### src/sv/assert_macros.svh
// Assertion macros shared by the RTL that checks itself.
// No dependencies; include by bare file name inside a module body.
`ifndef ASSERT_MACROS_SVH
`define ASSERT_MACROS_SVH

// Expression must hold at every clock edge outside reset.
`define ASSERT_ALWAYS(lbl, clk, rst, expr, msg) \
  lbl: assert property (@(posedge clk) disable iff (rst) (expr)) else $error(msg);

// Antecedent in one cycle implies consequent in the same cycle.
`define ASSERT_IMPLIES(lbl, clk, rst, ante, cons, msg) \
  lbl: assert property (@(posedge clk) disable iff (rst) (ante) |-> (cons)) else $error(msg);

`endif

### src/sv/slfl_pkg.sv
// Package for the sorted list with free list: sizes, codes, microcode table.
// No dependencies; imported by slfl_store and the top level.
`default_nettype none

package slfl_pkg;

  localparam int NODE_COUNT = 16;
  localparam int IDX_W      = $clog2(NODE_COUNT);
  localparam int LINK_W     = $clog2(NODE_COUNT + 1);
  localparam int KEY_W      = 32;

  localparam logic [LINK_W-1:0] NIL = LINK_W'(NODE_COUNT);

  typedef logic [IDX_W-1:0]        idx_t;
  typedef logic [LINK_W-1:0]       link_t;
  typedef logic signed [KEY_W-1:0] key_t;

  localparam logic [1:0] ACT_INSERT = 2'd0;
  localparam logic [1:0] ACT_DELETE = 2'd1;
  localparam logic [1:0] ACT_LIST   = 2'd2;

  typedef enum logic [1:0] {
    ST_OK        = 2'd0,
    ST_FULL      = 2'd1,
    ST_EMPTY     = 2'd2,
    ST_NOT_FOUND = 2'd3
  } status_t;

  // Datapath operation selected by one control word.
  typedef enum logic [3:0] {
    OP_NOP,
    OP_INS_TAKE,
    OP_WALK,
    OP_INS_LINK,
    OP_INS_SPLICE,
    OP_START,
    OP_DEL_CHECK,
    OP_DEL_UNLINK,
    OP_DEL_FREE,
    OP_LST_EMIT
  } op_t;

  // Branch condition tested by one control word.
  typedef enum logic [2:0] {
    C_ALWAYS,
    C_FREE_NIL,
    C_HEAD_NIL,
    C_LT_GO,
    C_NE_GO,
    C_MISS,
    C_LIST_FIN
  } cond_t;

  typedef logic [3:0] step_t;

  localparam step_t S_INS_TAKE   = 4'd0;
  localparam step_t S_INS_WALK   = 4'd1;
  localparam step_t S_INS_LINK   = 4'd2;
  localparam step_t S_INS_SPLICE = 4'd3;
  localparam step_t S_DEL_START  = 4'd4;
  localparam step_t S_DEL_WALK   = 4'd5;
  localparam step_t S_DEL_CHECK  = 4'd6;
  localparam step_t S_DEL_UNLINK = 4'd7;
  localparam step_t S_DEL_FREE   = 4'd8;
  localparam step_t S_LST_START  = 4'd9;
  localparam step_t S_LST_EMIT   = 4'd10;
  localparam step_t S_END        = 4'd15;

  typedef struct packed {
    op_t   op;
    cond_t cond;
    step_t t_true;
    step_t t_false;
  } uword_t;

  // One write beat into the node store.
  typedef struct packed {
    logic  link_we;
    idx_t  link_idx;
    link_t link_data;
    logic  key_we;
    idx_t  key_idx;
    key_t  key_data;
  } store_wr_t;

  // Control store: one word per step.
  function automatic uword_t ucode(input step_t s);
    uword_t w;
    case (s)
      S_INS_TAKE:   w = '{OP_INS_TAKE,   C_FREE_NIL, S_END,        S_INS_WALK};
      S_INS_WALK:   w = '{OP_WALK,       C_LT_GO,    S_INS_WALK,   S_INS_LINK};
      S_INS_LINK:   w = '{OP_INS_LINK,   C_ALWAYS,   S_INS_SPLICE, S_INS_SPLICE};
      S_INS_SPLICE: w = '{OP_INS_SPLICE, C_ALWAYS,   S_END,        S_END};
      S_DEL_START:  w = '{OP_START,      C_HEAD_NIL, S_END,        S_DEL_WALK};
      S_DEL_WALK:   w = '{OP_WALK,       C_NE_GO,    S_DEL_WALK,   S_DEL_CHECK};
      S_DEL_CHECK:  w = '{OP_DEL_CHECK,  C_MISS,     S_END,        S_DEL_UNLINK};
      S_DEL_UNLINK: w = '{OP_DEL_UNLINK, C_ALWAYS,   S_DEL_FREE,   S_DEL_FREE};
      S_DEL_FREE:   w = '{OP_DEL_FREE,   C_ALWAYS,   S_END,        S_END};
      S_LST_START:  w = '{OP_START,      C_HEAD_NIL, S_END,        S_LST_EMIT};
      S_LST_EMIT:   w = '{OP_LST_EMIT,   C_LIST_FIN, S_END,        S_LST_EMIT};
      default:      w = '{OP_NOP,        C_ALWAYS,   S_END,        S_END};
    endcase
    return w;
  endfunction

endpackage

`default_nettype wire

### src/sv/slfl_store.sv
// Node store: key and link of every node, one write beat per cycle.
// Depends on slfl_pkg. Links reset to the initial free chain.
`default_nettype none

module slfl_store (
  input  logic               clk,
  input  logic               rst,
  input  slfl_pkg::store_wr_t wr,
  input  slfl_pkg::idx_t      link_raddr,
  input  slfl_pkg::idx_t      key_raddr,
  output slfl_pkg::link_t     link_rdata,
  output slfl_pkg::key_t      key_rdata
);
  import slfl_pkg::*;

  key_t  node_keys  [NODE_COUNT];
  link_t node_links [NODE_COUNT];

  // chain node i to i+1, last one to null
  always_ff @(posedge clk) begin
    if (rst) begin
      for (int i = 0; i < NODE_COUNT; i++) begin
        node_links[i] <= LINK_W'(i + 1);
      end
    end else if (wr.link_we) begin
      node_links[wr.link_idx] <= wr.link_data;
    end
  end

  always_ff @(posedge clk) begin
    if (wr.key_we) begin
      node_keys[wr.key_idx] <= wr.key_data;
    end
  end

  assign link_rdata = node_links[link_raddr];
  assign key_rdata  = node_keys[key_raddr];

endmodule

`default_nettype wire

### src/sv/sorted_list_with_free_list_core.sv
// Sorted list with free list: microcoded walker over a 16-node store.
// The walk loop handles one node per cycle and list emits one beat a cycle. Busy
// drops as the final beat goes out, so the next command can be taken in the cycle
// that carries that beat. Results cannot be stalled.
// Synchronous reset chains all nodes into the free list and empties the list.
`default_nettype none

module sorted_list_with_free_list_core (
  input  logic                       clk,
  input  logic                       rst,
  input  logic                       start,
  output logic                       busy,
  input  logic [1:0]                 action,
  input  logic signed [slfl_pkg::KEY_W-1:0] key,
  output logic                       result_valid,
  output logic [1:0]                 status,
  output logic signed [slfl_pkg::KEY_W-1:0] out_key,
  output logic                       last
);
  import slfl_pkg::*;

  `include "assert_macros.svh"

  // Sequencer state
  step_t pc;
  step_t pc_next;
  uword_t uw;
  logic  cond_hit;

  // Datapath registers
  link_t list_head;
  link_t free_head;
  link_t prev;
  link_t pres;
  idx_t  node;
  link_t steps;
  key_t  key_r;

  // Store interface
  store_wr_t wr;
  idx_t      link_raddr;
  link_t     link_rd;
  key_t      key_rd;

  // Derived flags
  logic head_ok;
  logic free_ok;
  logic pres_ok;
  logic prev_ok;
  logic link_ok;
  logic room;
  logic lt_go;
  logic ne_go;
  logic miss;
  logic list_fin;

  // Result beat of this step
  logic    emit;
  status_t emit_status;
  key_t    emit_key;
  logic    emit_last;

  logic accept;

  slfl_store u_store (
    .clk        (clk),
    .rst        (rst),
    .wr         (wr),
    .link_raddr (link_raddr),
    .key_raddr  (pres[IDX_W-1:0]),
    .link_rdata (link_rd),
    .key_rdata  (key_rd)
  );

  assign accept = start && !busy;
  assign uw     = ucode(pc);

  // Read the free head's link while taking a node, else follow the walker.
  assign link_raddr = (uw.op == OP_INS_TAKE) ? free_head[IDX_W-1:0] : pres[IDX_W-1:0];

  assign head_ok  = list_head < NIL;
  assign free_ok  = free_head < NIL;
  assign pres_ok  = pres < NIL;
  assign prev_ok  = prev < NIL;
  assign link_ok  = link_rd < NIL;
  assign room     = steps < NIL;
  assign lt_go    = pres_ok && room && (key_rd < key_r);
  assign ne_go    = pres_ok && room && (key_rd != key_r);
  assign miss     = !pres_ok || (key_rd != key_r);
  // stop on null link or when the step budget runs out
  assign list_fin = !link_ok || (steps == NIL - LINK_W'(1));

  always_comb begin
    case (uw.cond)
      C_ALWAYS:   cond_hit = 1'b1;
      C_FREE_NIL: cond_hit = !free_ok;
      C_HEAD_NIL: cond_hit = !head_ok;
      C_LT_GO:    cond_hit = lt_go;
      C_NE_GO:    cond_hit = ne_go;
      C_MISS:     cond_hit = miss;
      C_LIST_FIN: cond_hit = list_fin;
      default:    cond_hit = 1'b1;
    endcase
    pc_next = cond_hit ? uw.t_true : uw.t_false;
  end

  // Result beat and store writes per operation
  always_comb begin
    emit        = 1'b0;
    emit_status = ST_OK;
    emit_key    = '0;
    emit_last   = 1'b1;
    wr          = '0;
    if (busy) begin
      case (uw.op)
        OP_INS_TAKE: begin
          if (!free_ok) begin
            emit        = 1'b1;
            emit_status = ST_FULL;
          end else begin
            wr.key_we   = 1'b1;
            wr.key_idx  = free_head[IDX_W-1:0];
            wr.key_data = key_r;
          end
        end
        OP_INS_LINK: begin
          wr.link_we   = 1'b1;
          wr.link_idx  = node;
          wr.link_data = pres_ok ? pres : NIL;
        end
        OP_INS_SPLICE: begin
          emit = 1'b1;
          if (prev_ok) begin
            wr.link_we   = 1'b1;
            wr.link_idx  = prev[IDX_W-1:0];
            wr.link_data = {1'b0, node};
          end
        end
        OP_START: begin
          if (!head_ok) begin
            emit        = 1'b1;
            emit_status = ST_EMPTY;
          end
        end
        OP_DEL_CHECK: begin
          if (miss) begin
            emit        = 1'b1;
            emit_status = ST_NOT_FOUND;
          end
        end
        OP_DEL_UNLINK: begin
          if (prev_ok) begin
            wr.link_we   = 1'b1;
            wr.link_idx  = prev[IDX_W-1:0];
            wr.link_data = link_rd;
          end
        end
        OP_DEL_FREE: begin
          emit         = 1'b1;
          wr.link_we   = 1'b1;
          wr.link_idx  = pres[IDX_W-1:0];
          wr.link_data = free_head;
        end
        OP_LST_EMIT: begin
          emit      = 1'b1;
          emit_key  = key_rd;
          emit_last = list_fin;
        end
        default: begin
        end
      endcase
    end
  end

  // Control state: step counter, busy, list and free heads, result strobe.
  always_ff @(posedge clk) begin
    if (rst) begin
      busy         <= 1'b0;
      pc           <= S_END;
      result_valid <= 1'b0;
      list_head    <= NIL;
      free_head    <= '0;
    end else begin
      result_valid <= emit;
      if (accept) begin
        // jump straight to the routine for this command; unused code is dropped
        case (action)
          ACT_INSERT: begin
            busy <= 1'b1;
            pc   <= S_INS_TAKE;
          end
          ACT_DELETE: begin
            busy <= 1'b1;
            pc   <= S_DEL_START;
          end
          ACT_LIST: begin
            busy <= 1'b1;
            pc   <= S_LST_START;
          end
          default: begin
            pc <= S_END;
          end
        endcase
      end else if (busy) begin
        pc <= pc_next;
        if (pc_next == S_END) begin
          busy <= 1'b0;
        end
        case (uw.op)
          OP_INS_TAKE: begin
            if (free_ok) begin
              free_head <= link_ok ? link_rd : NIL;
            end
          end
          OP_INS_SPLICE: begin
            if (!prev_ok) begin
              list_head <= {1'b0, node};
            end
          end
          OP_DEL_UNLINK: begin
            if (!prev_ok) begin
              list_head <= link_rd;
            end
          end
          OP_DEL_FREE: begin
            free_head <= pres;
          end
          default: begin
          end
        endcase
      end
    end
  end

  // Walker and result payload
  always_ff @(posedge clk) begin
    if (accept) begin
      key_r <= key;
    end
    if (busy) begin
      case (uw.op)
        OP_INS_TAKE: begin
          node  <= free_head[IDX_W-1:0];
          prev  <= NIL;
          pres  <= head_ok ? list_head : NIL;
          steps <= '0;
        end
        OP_START: begin
          prev  <= NIL;
          pres  <= list_head;
          steps <= '0;
        end
        OP_WALK: begin
          // advance one node while the loop condition holds
          if (cond_hit) begin
            prev  <= pres;
            pres  <= link_rd;
            steps <= steps + LINK_W'(1);
          end
        end
        OP_LST_EMIT: begin
          pres  <= link_rd;
          steps <= steps + LINK_W'(1);
        end
        default: begin
        end
      endcase
    end
    if (emit) begin
      status  <= emit_status;
      out_key <= emit_key;
      last    <= emit_last;
    end
  end

  // A beat only follows a busy cycle.
  `ASSERT_IMPLIES(a_beat_from_busy, clk, rst, result_valid, $past(busy), "beat while idle")
  // Every command that went busy ends with a final beat.
  `ASSERT_IMPLIES(a_end_has_last, clk, rst, $fell(busy), result_valid && last, "no final beat")
  // A node never heads both chains.
  `ASSERT_ALWAYS(a_heads, clk, rst, !head_ok || !free_ok || list_head != free_head, "shared head")

endmodule

`default_nettype wire
### config.mk
export PLATFORM = sky130hd
export DESIGN_NAME = sorted_list_with_free_list_core
export DESIGN_NICKNAME = d
export VERILOG_FILES = /design/src/sv/slfl_pkg.sv /design/src/sv/slfl_store.sv /design/src/sv/sorted_list_with_free_list_core.sv
export VERILOG_INCLUDE_DIRS = /design/src /design/src/sv
export SDC_FILE = /design/constraint.sdc
export NUM_CORES = 1
export LEC_CHECK = 0
export BUFFER_PORTS_ARGS = -buffer_cell sky130_fd_sc_hd__buf_2
export CORE_MARGIN = 1
export CORE_UTILIZATION = 25
export CTS_BUF_LIST = sky130_fd_sc_hd__clkbuf_4 sky130_fd_sc_hd__clkbuf_8
export DETAILED_ROUTE_END_ITERATION = 8
export GPL_TIMING_DRIVEN = 0
export PLACE_DENSITY_LB_ADDON = 0.12
export RECOVER_POWER = 100
export SKIP_CTS_REPAIR_TIMING = 1
export SLEW_MARGIN = 15
export SYNTH_ARGS = -nofsm -noshare
export SYNTH_HDL_FRONTEND = slang
export SYNTH_SLANG_ARGS = --single-unit
### constraint.sdc
create_clock -name clk -period 6.6 [get_ports clk]
set_input_delay 0.33 -clock clk [delete_from_list [all_inputs] [get_ports clk]]
set_output_delay 0.33 -clock clk [all_outputs]
set_load 0.02 [all_outputs]
==> results.yml <==
setup_path:
  crit_path_cell_trace: "clkbuf_4 -> clkbuf_2 -> buf_6 -> mux4_2 -> mux4_2 -> ha_1 -> nand4_1 -> nor4_4 -> nand2_4 -> or3_1 -> a221oi_1 -> o31ai_1 -> or2_0 -> buf_4 -> a211oi_4 -> inv_1 -> ha_1 -> inv_1 -> nor3_1 -> a41oi_1"
  crit_required_ps: 7220
  regToRegSetupSlack_ps: 420
  setup.worst_path.class: "reg -> reg"
  worstPathArrival_ps: 6800
  rr_worst_depth: 20
  worst_path_largest_cell_delay_ps: 560
  critPathCaptureType: "flop"
  crit_fanout: 10
  start_kind: "flop"
  crit_buf_inv: 6
  cp_top_family: "simple AND/OR/NAND/NOR gates"
  r2r-end: "uw[1]"
  crit_path_top_delay_cell: "mux4_2"
synth:
  ys_ff_latch: 713
  synth_compound_area_frac: 0.0285
  post-synth-top-count-cell: "edfxtp_1"
  syn-num-nets: 1682
  ys_warn_count: 0
  yosys.area.top_type_share: 0.698
  synth_area_leader_cell: "edfxtp_1"
  netlist_area_sq_um: 29200
  synth-adder-area-share: 0.0172
  synth_commonest_cells: "678 x edfxtp_1, 178 x mux4_2, 108 x nor2_1, 87 x nand2_1, 56 x clkbuf_1"
  ys_seq_area_frac: 0.722
  synth.top_cells.by_area: "edfxtp_1 70%, mux4_2 14%, dfxtp_1 2.4%"
  syn_inst: 1605
  synth_mux_area_frac: 0.149
  synth_edf_count: 678
  yosysUniqueCellTypes: 58
  synthArstFlopShare: 0
  synth_top_family_by_area: "multiplexers"
  synth_ff_type: "edfxtp_1"
  syn_area_per_cell_sq_um: 18.2
  synthSimpleGateAreaFrac: 0.0642
  yosys.area_share.xor_xnor: 0.000601
sta:
  maxSlewViolCount: 437
  worst_pin_slew_ps: 1960
  finalHoldViolations: 0
  fin_ws_ps: 416
  finalClockSkew_ps: 37.7
  clock.fmax_mhz: 162
  rsz0062_at_grt: "false"
  holdWs_ps: 122
  fin_crit_sh: 0.937
  setup_violations: 0
  relSlewSlack: -0.315
  period_needed_ps: 6180
floorplanning:
  core_sq_um: 115000
  initial_core_util: 0.254
  fp-row-count: 124
  die_w_microns: 344
  fp.dieH_microns: 344
  ioPinCount: 74
  die_area_sq_um: 118000
global_routing:
  first_global_vias: 17100
  antenna_found_initial: 5
  grt.overflow.total: 0
  grt_pass1_wl_microns: 123000
  grt_max_degree: 36
  grt_usage: 0.149
route:
  vias_per_cell: 4.60
  drc: 0
  drt_iter0_drc: 1170
  vias: 16100
  drtPass1Iterations: 5
  ant_nets: 0
  wl_per_cell_microns: 24.8
  drt-total-wl_microns: 86600
power:
  ir_drop_mv: 0.170
  leakage_nw: 9.90
  power_density_nw_per_um2: 279
  total_power_w: 0.00960
clocking:
  cts_tree: "built"
  clock_latency_ps: 780
  cts_max_level: 4
  clockBufferDepth: 3
  cts_root_buffer: "clkbuf_8"
  clkTransAtPathRegs_ps: 60
  clock-sinks: 713
  cts_buffers: 130
placed_design:
  gp_congestion: 0.772
  io_buffers: 73
  pre_cts_ws_ps: -1320
  dp_hpwl_microns: 57500
cells_and_area:
  area_growth_pct: 18.2
  nNetsFinal: 1976
  layout-drive-gt1-share: 0.235
status:
  violations: "capacitance limit, slew limit"
  status: "complete, but fails checks"
worst_hold_path:
  whs_path_depth: 5
  worstHoldEndpoint: "pc[0]"
  hold_path.class: "in -> reg"
  worstHoldStart: "rst"
job:
  maxCapViolations: 36
placed cells by master (no fill, tap or decap), types with 32 or more instances in the layout:
cell type | Yosys | routed
edfxtp_1 | 678 | 678
mux4_2 | 178 | 178
clkbuf_8 | 0 | 136
clkbuf_1 | 56 | 134
nor2_1 | 108 | 108
nand2_1 | 87 | 86
inv_1 | 51 | 51
nor3_1 | 50 | 50
clkbuf_4 | 0 | 49
a21oi_1 | 42 | 41
ha_1 | 40 | 40
buf_2 | 3 | 35
dfxtp_1 | 35 | 35
dlygate4sd3_1 | 0 | 34
and2_0 | 0 | 32
worst min-delay path, stage by stage:
cell,delay (ps)
buf_2,90
nor2_1,70
nand2_1,80
a21oi_1,70
a211oi_1,170
worst max path at each step:
stage / start / end / slack (ps) / cells after the start
floorplan: flop / uw[1] / 870 / 19
global placement: flop / uw[7] / -2150 / 17
detailed placement: flop / uw[1] / -1320 / 18
CTS: flop / uw[7] / -1400 / 17
global route: flop / uw[1] / 40 / 20
finish: flop / uw[1] / 420 / 20
through the flow:
stage | std cells | setup TNS, ps | cell area (sq um) | utilization
after floorplan | 1605 | 0 | 29200 | -
after global placement | 3190 | -398710 | 31400 | 0.273
after detailed placement | 3240 | -32530 | 32500 | 0.283
after CTS | 3455 | -34840 | 34900 | 0.304
after global routing | 3495 | 0 | 34500 | 0.300
final | 3496 | 0 | 34500 | 0.300
sequential cells by signal, summed over array words and instances (netlist names), 4 cells and up, named ones only:
register	count
steps	5
u_store.node_keys	512
node	4
u_store.node_links	80
out_key	32
pc	4
list_head	5
key_r	32
free_head	5
prev	5
uw	15
pres	5
logic make-up after synthesis:
| logic type | count (synthesis) |
|---|---|
| buf+inv | 132 |
| flops | 713 |
| compound gates | 120 |
| mux | 210 |
| simple gates | 388 |
| xor+xnor | 2 |
| fa+ha+maj | 40 |
per-layer routing:
| layer | global-route usage | wire length (microns) | vias to the layer above |
|---|---|---|---|
| met3 | 0.0300 | 4160 | 149 |
| met2 | 0.238 | 40800 | 446 |
| met5 | 0 | 0 | - |
| met4 | 0.0516 | 2210 | 0 |
| met1 | 0.200 | 39400 | 8493 |
| li1 | - | - | 6989 |
cell type report:
type | instances | area [sq um]
fillers | 11500 | 80500
plain buffers | 80 | 394
clock inverters | 41 | 272
inverters | 52 | 198
well taps | 1512 | 1890
flip-flops and latches | 713 | 21100
clock buffers | 174 | 2160
diodes | 2 | 5.00
repair buffers | 162 | 880
multi-input cells | 760 | 7610
power by group:
part | internal, W | leakage, nW | switching (W)
Clock | 0.00219 | 1.27 | 0.00186
Sequential | 0.00497 | 5.56 | 0.0000282
Combinational | 0.000206 | 3.07 | 0.000350
Power figures use the tool's default switching activity.
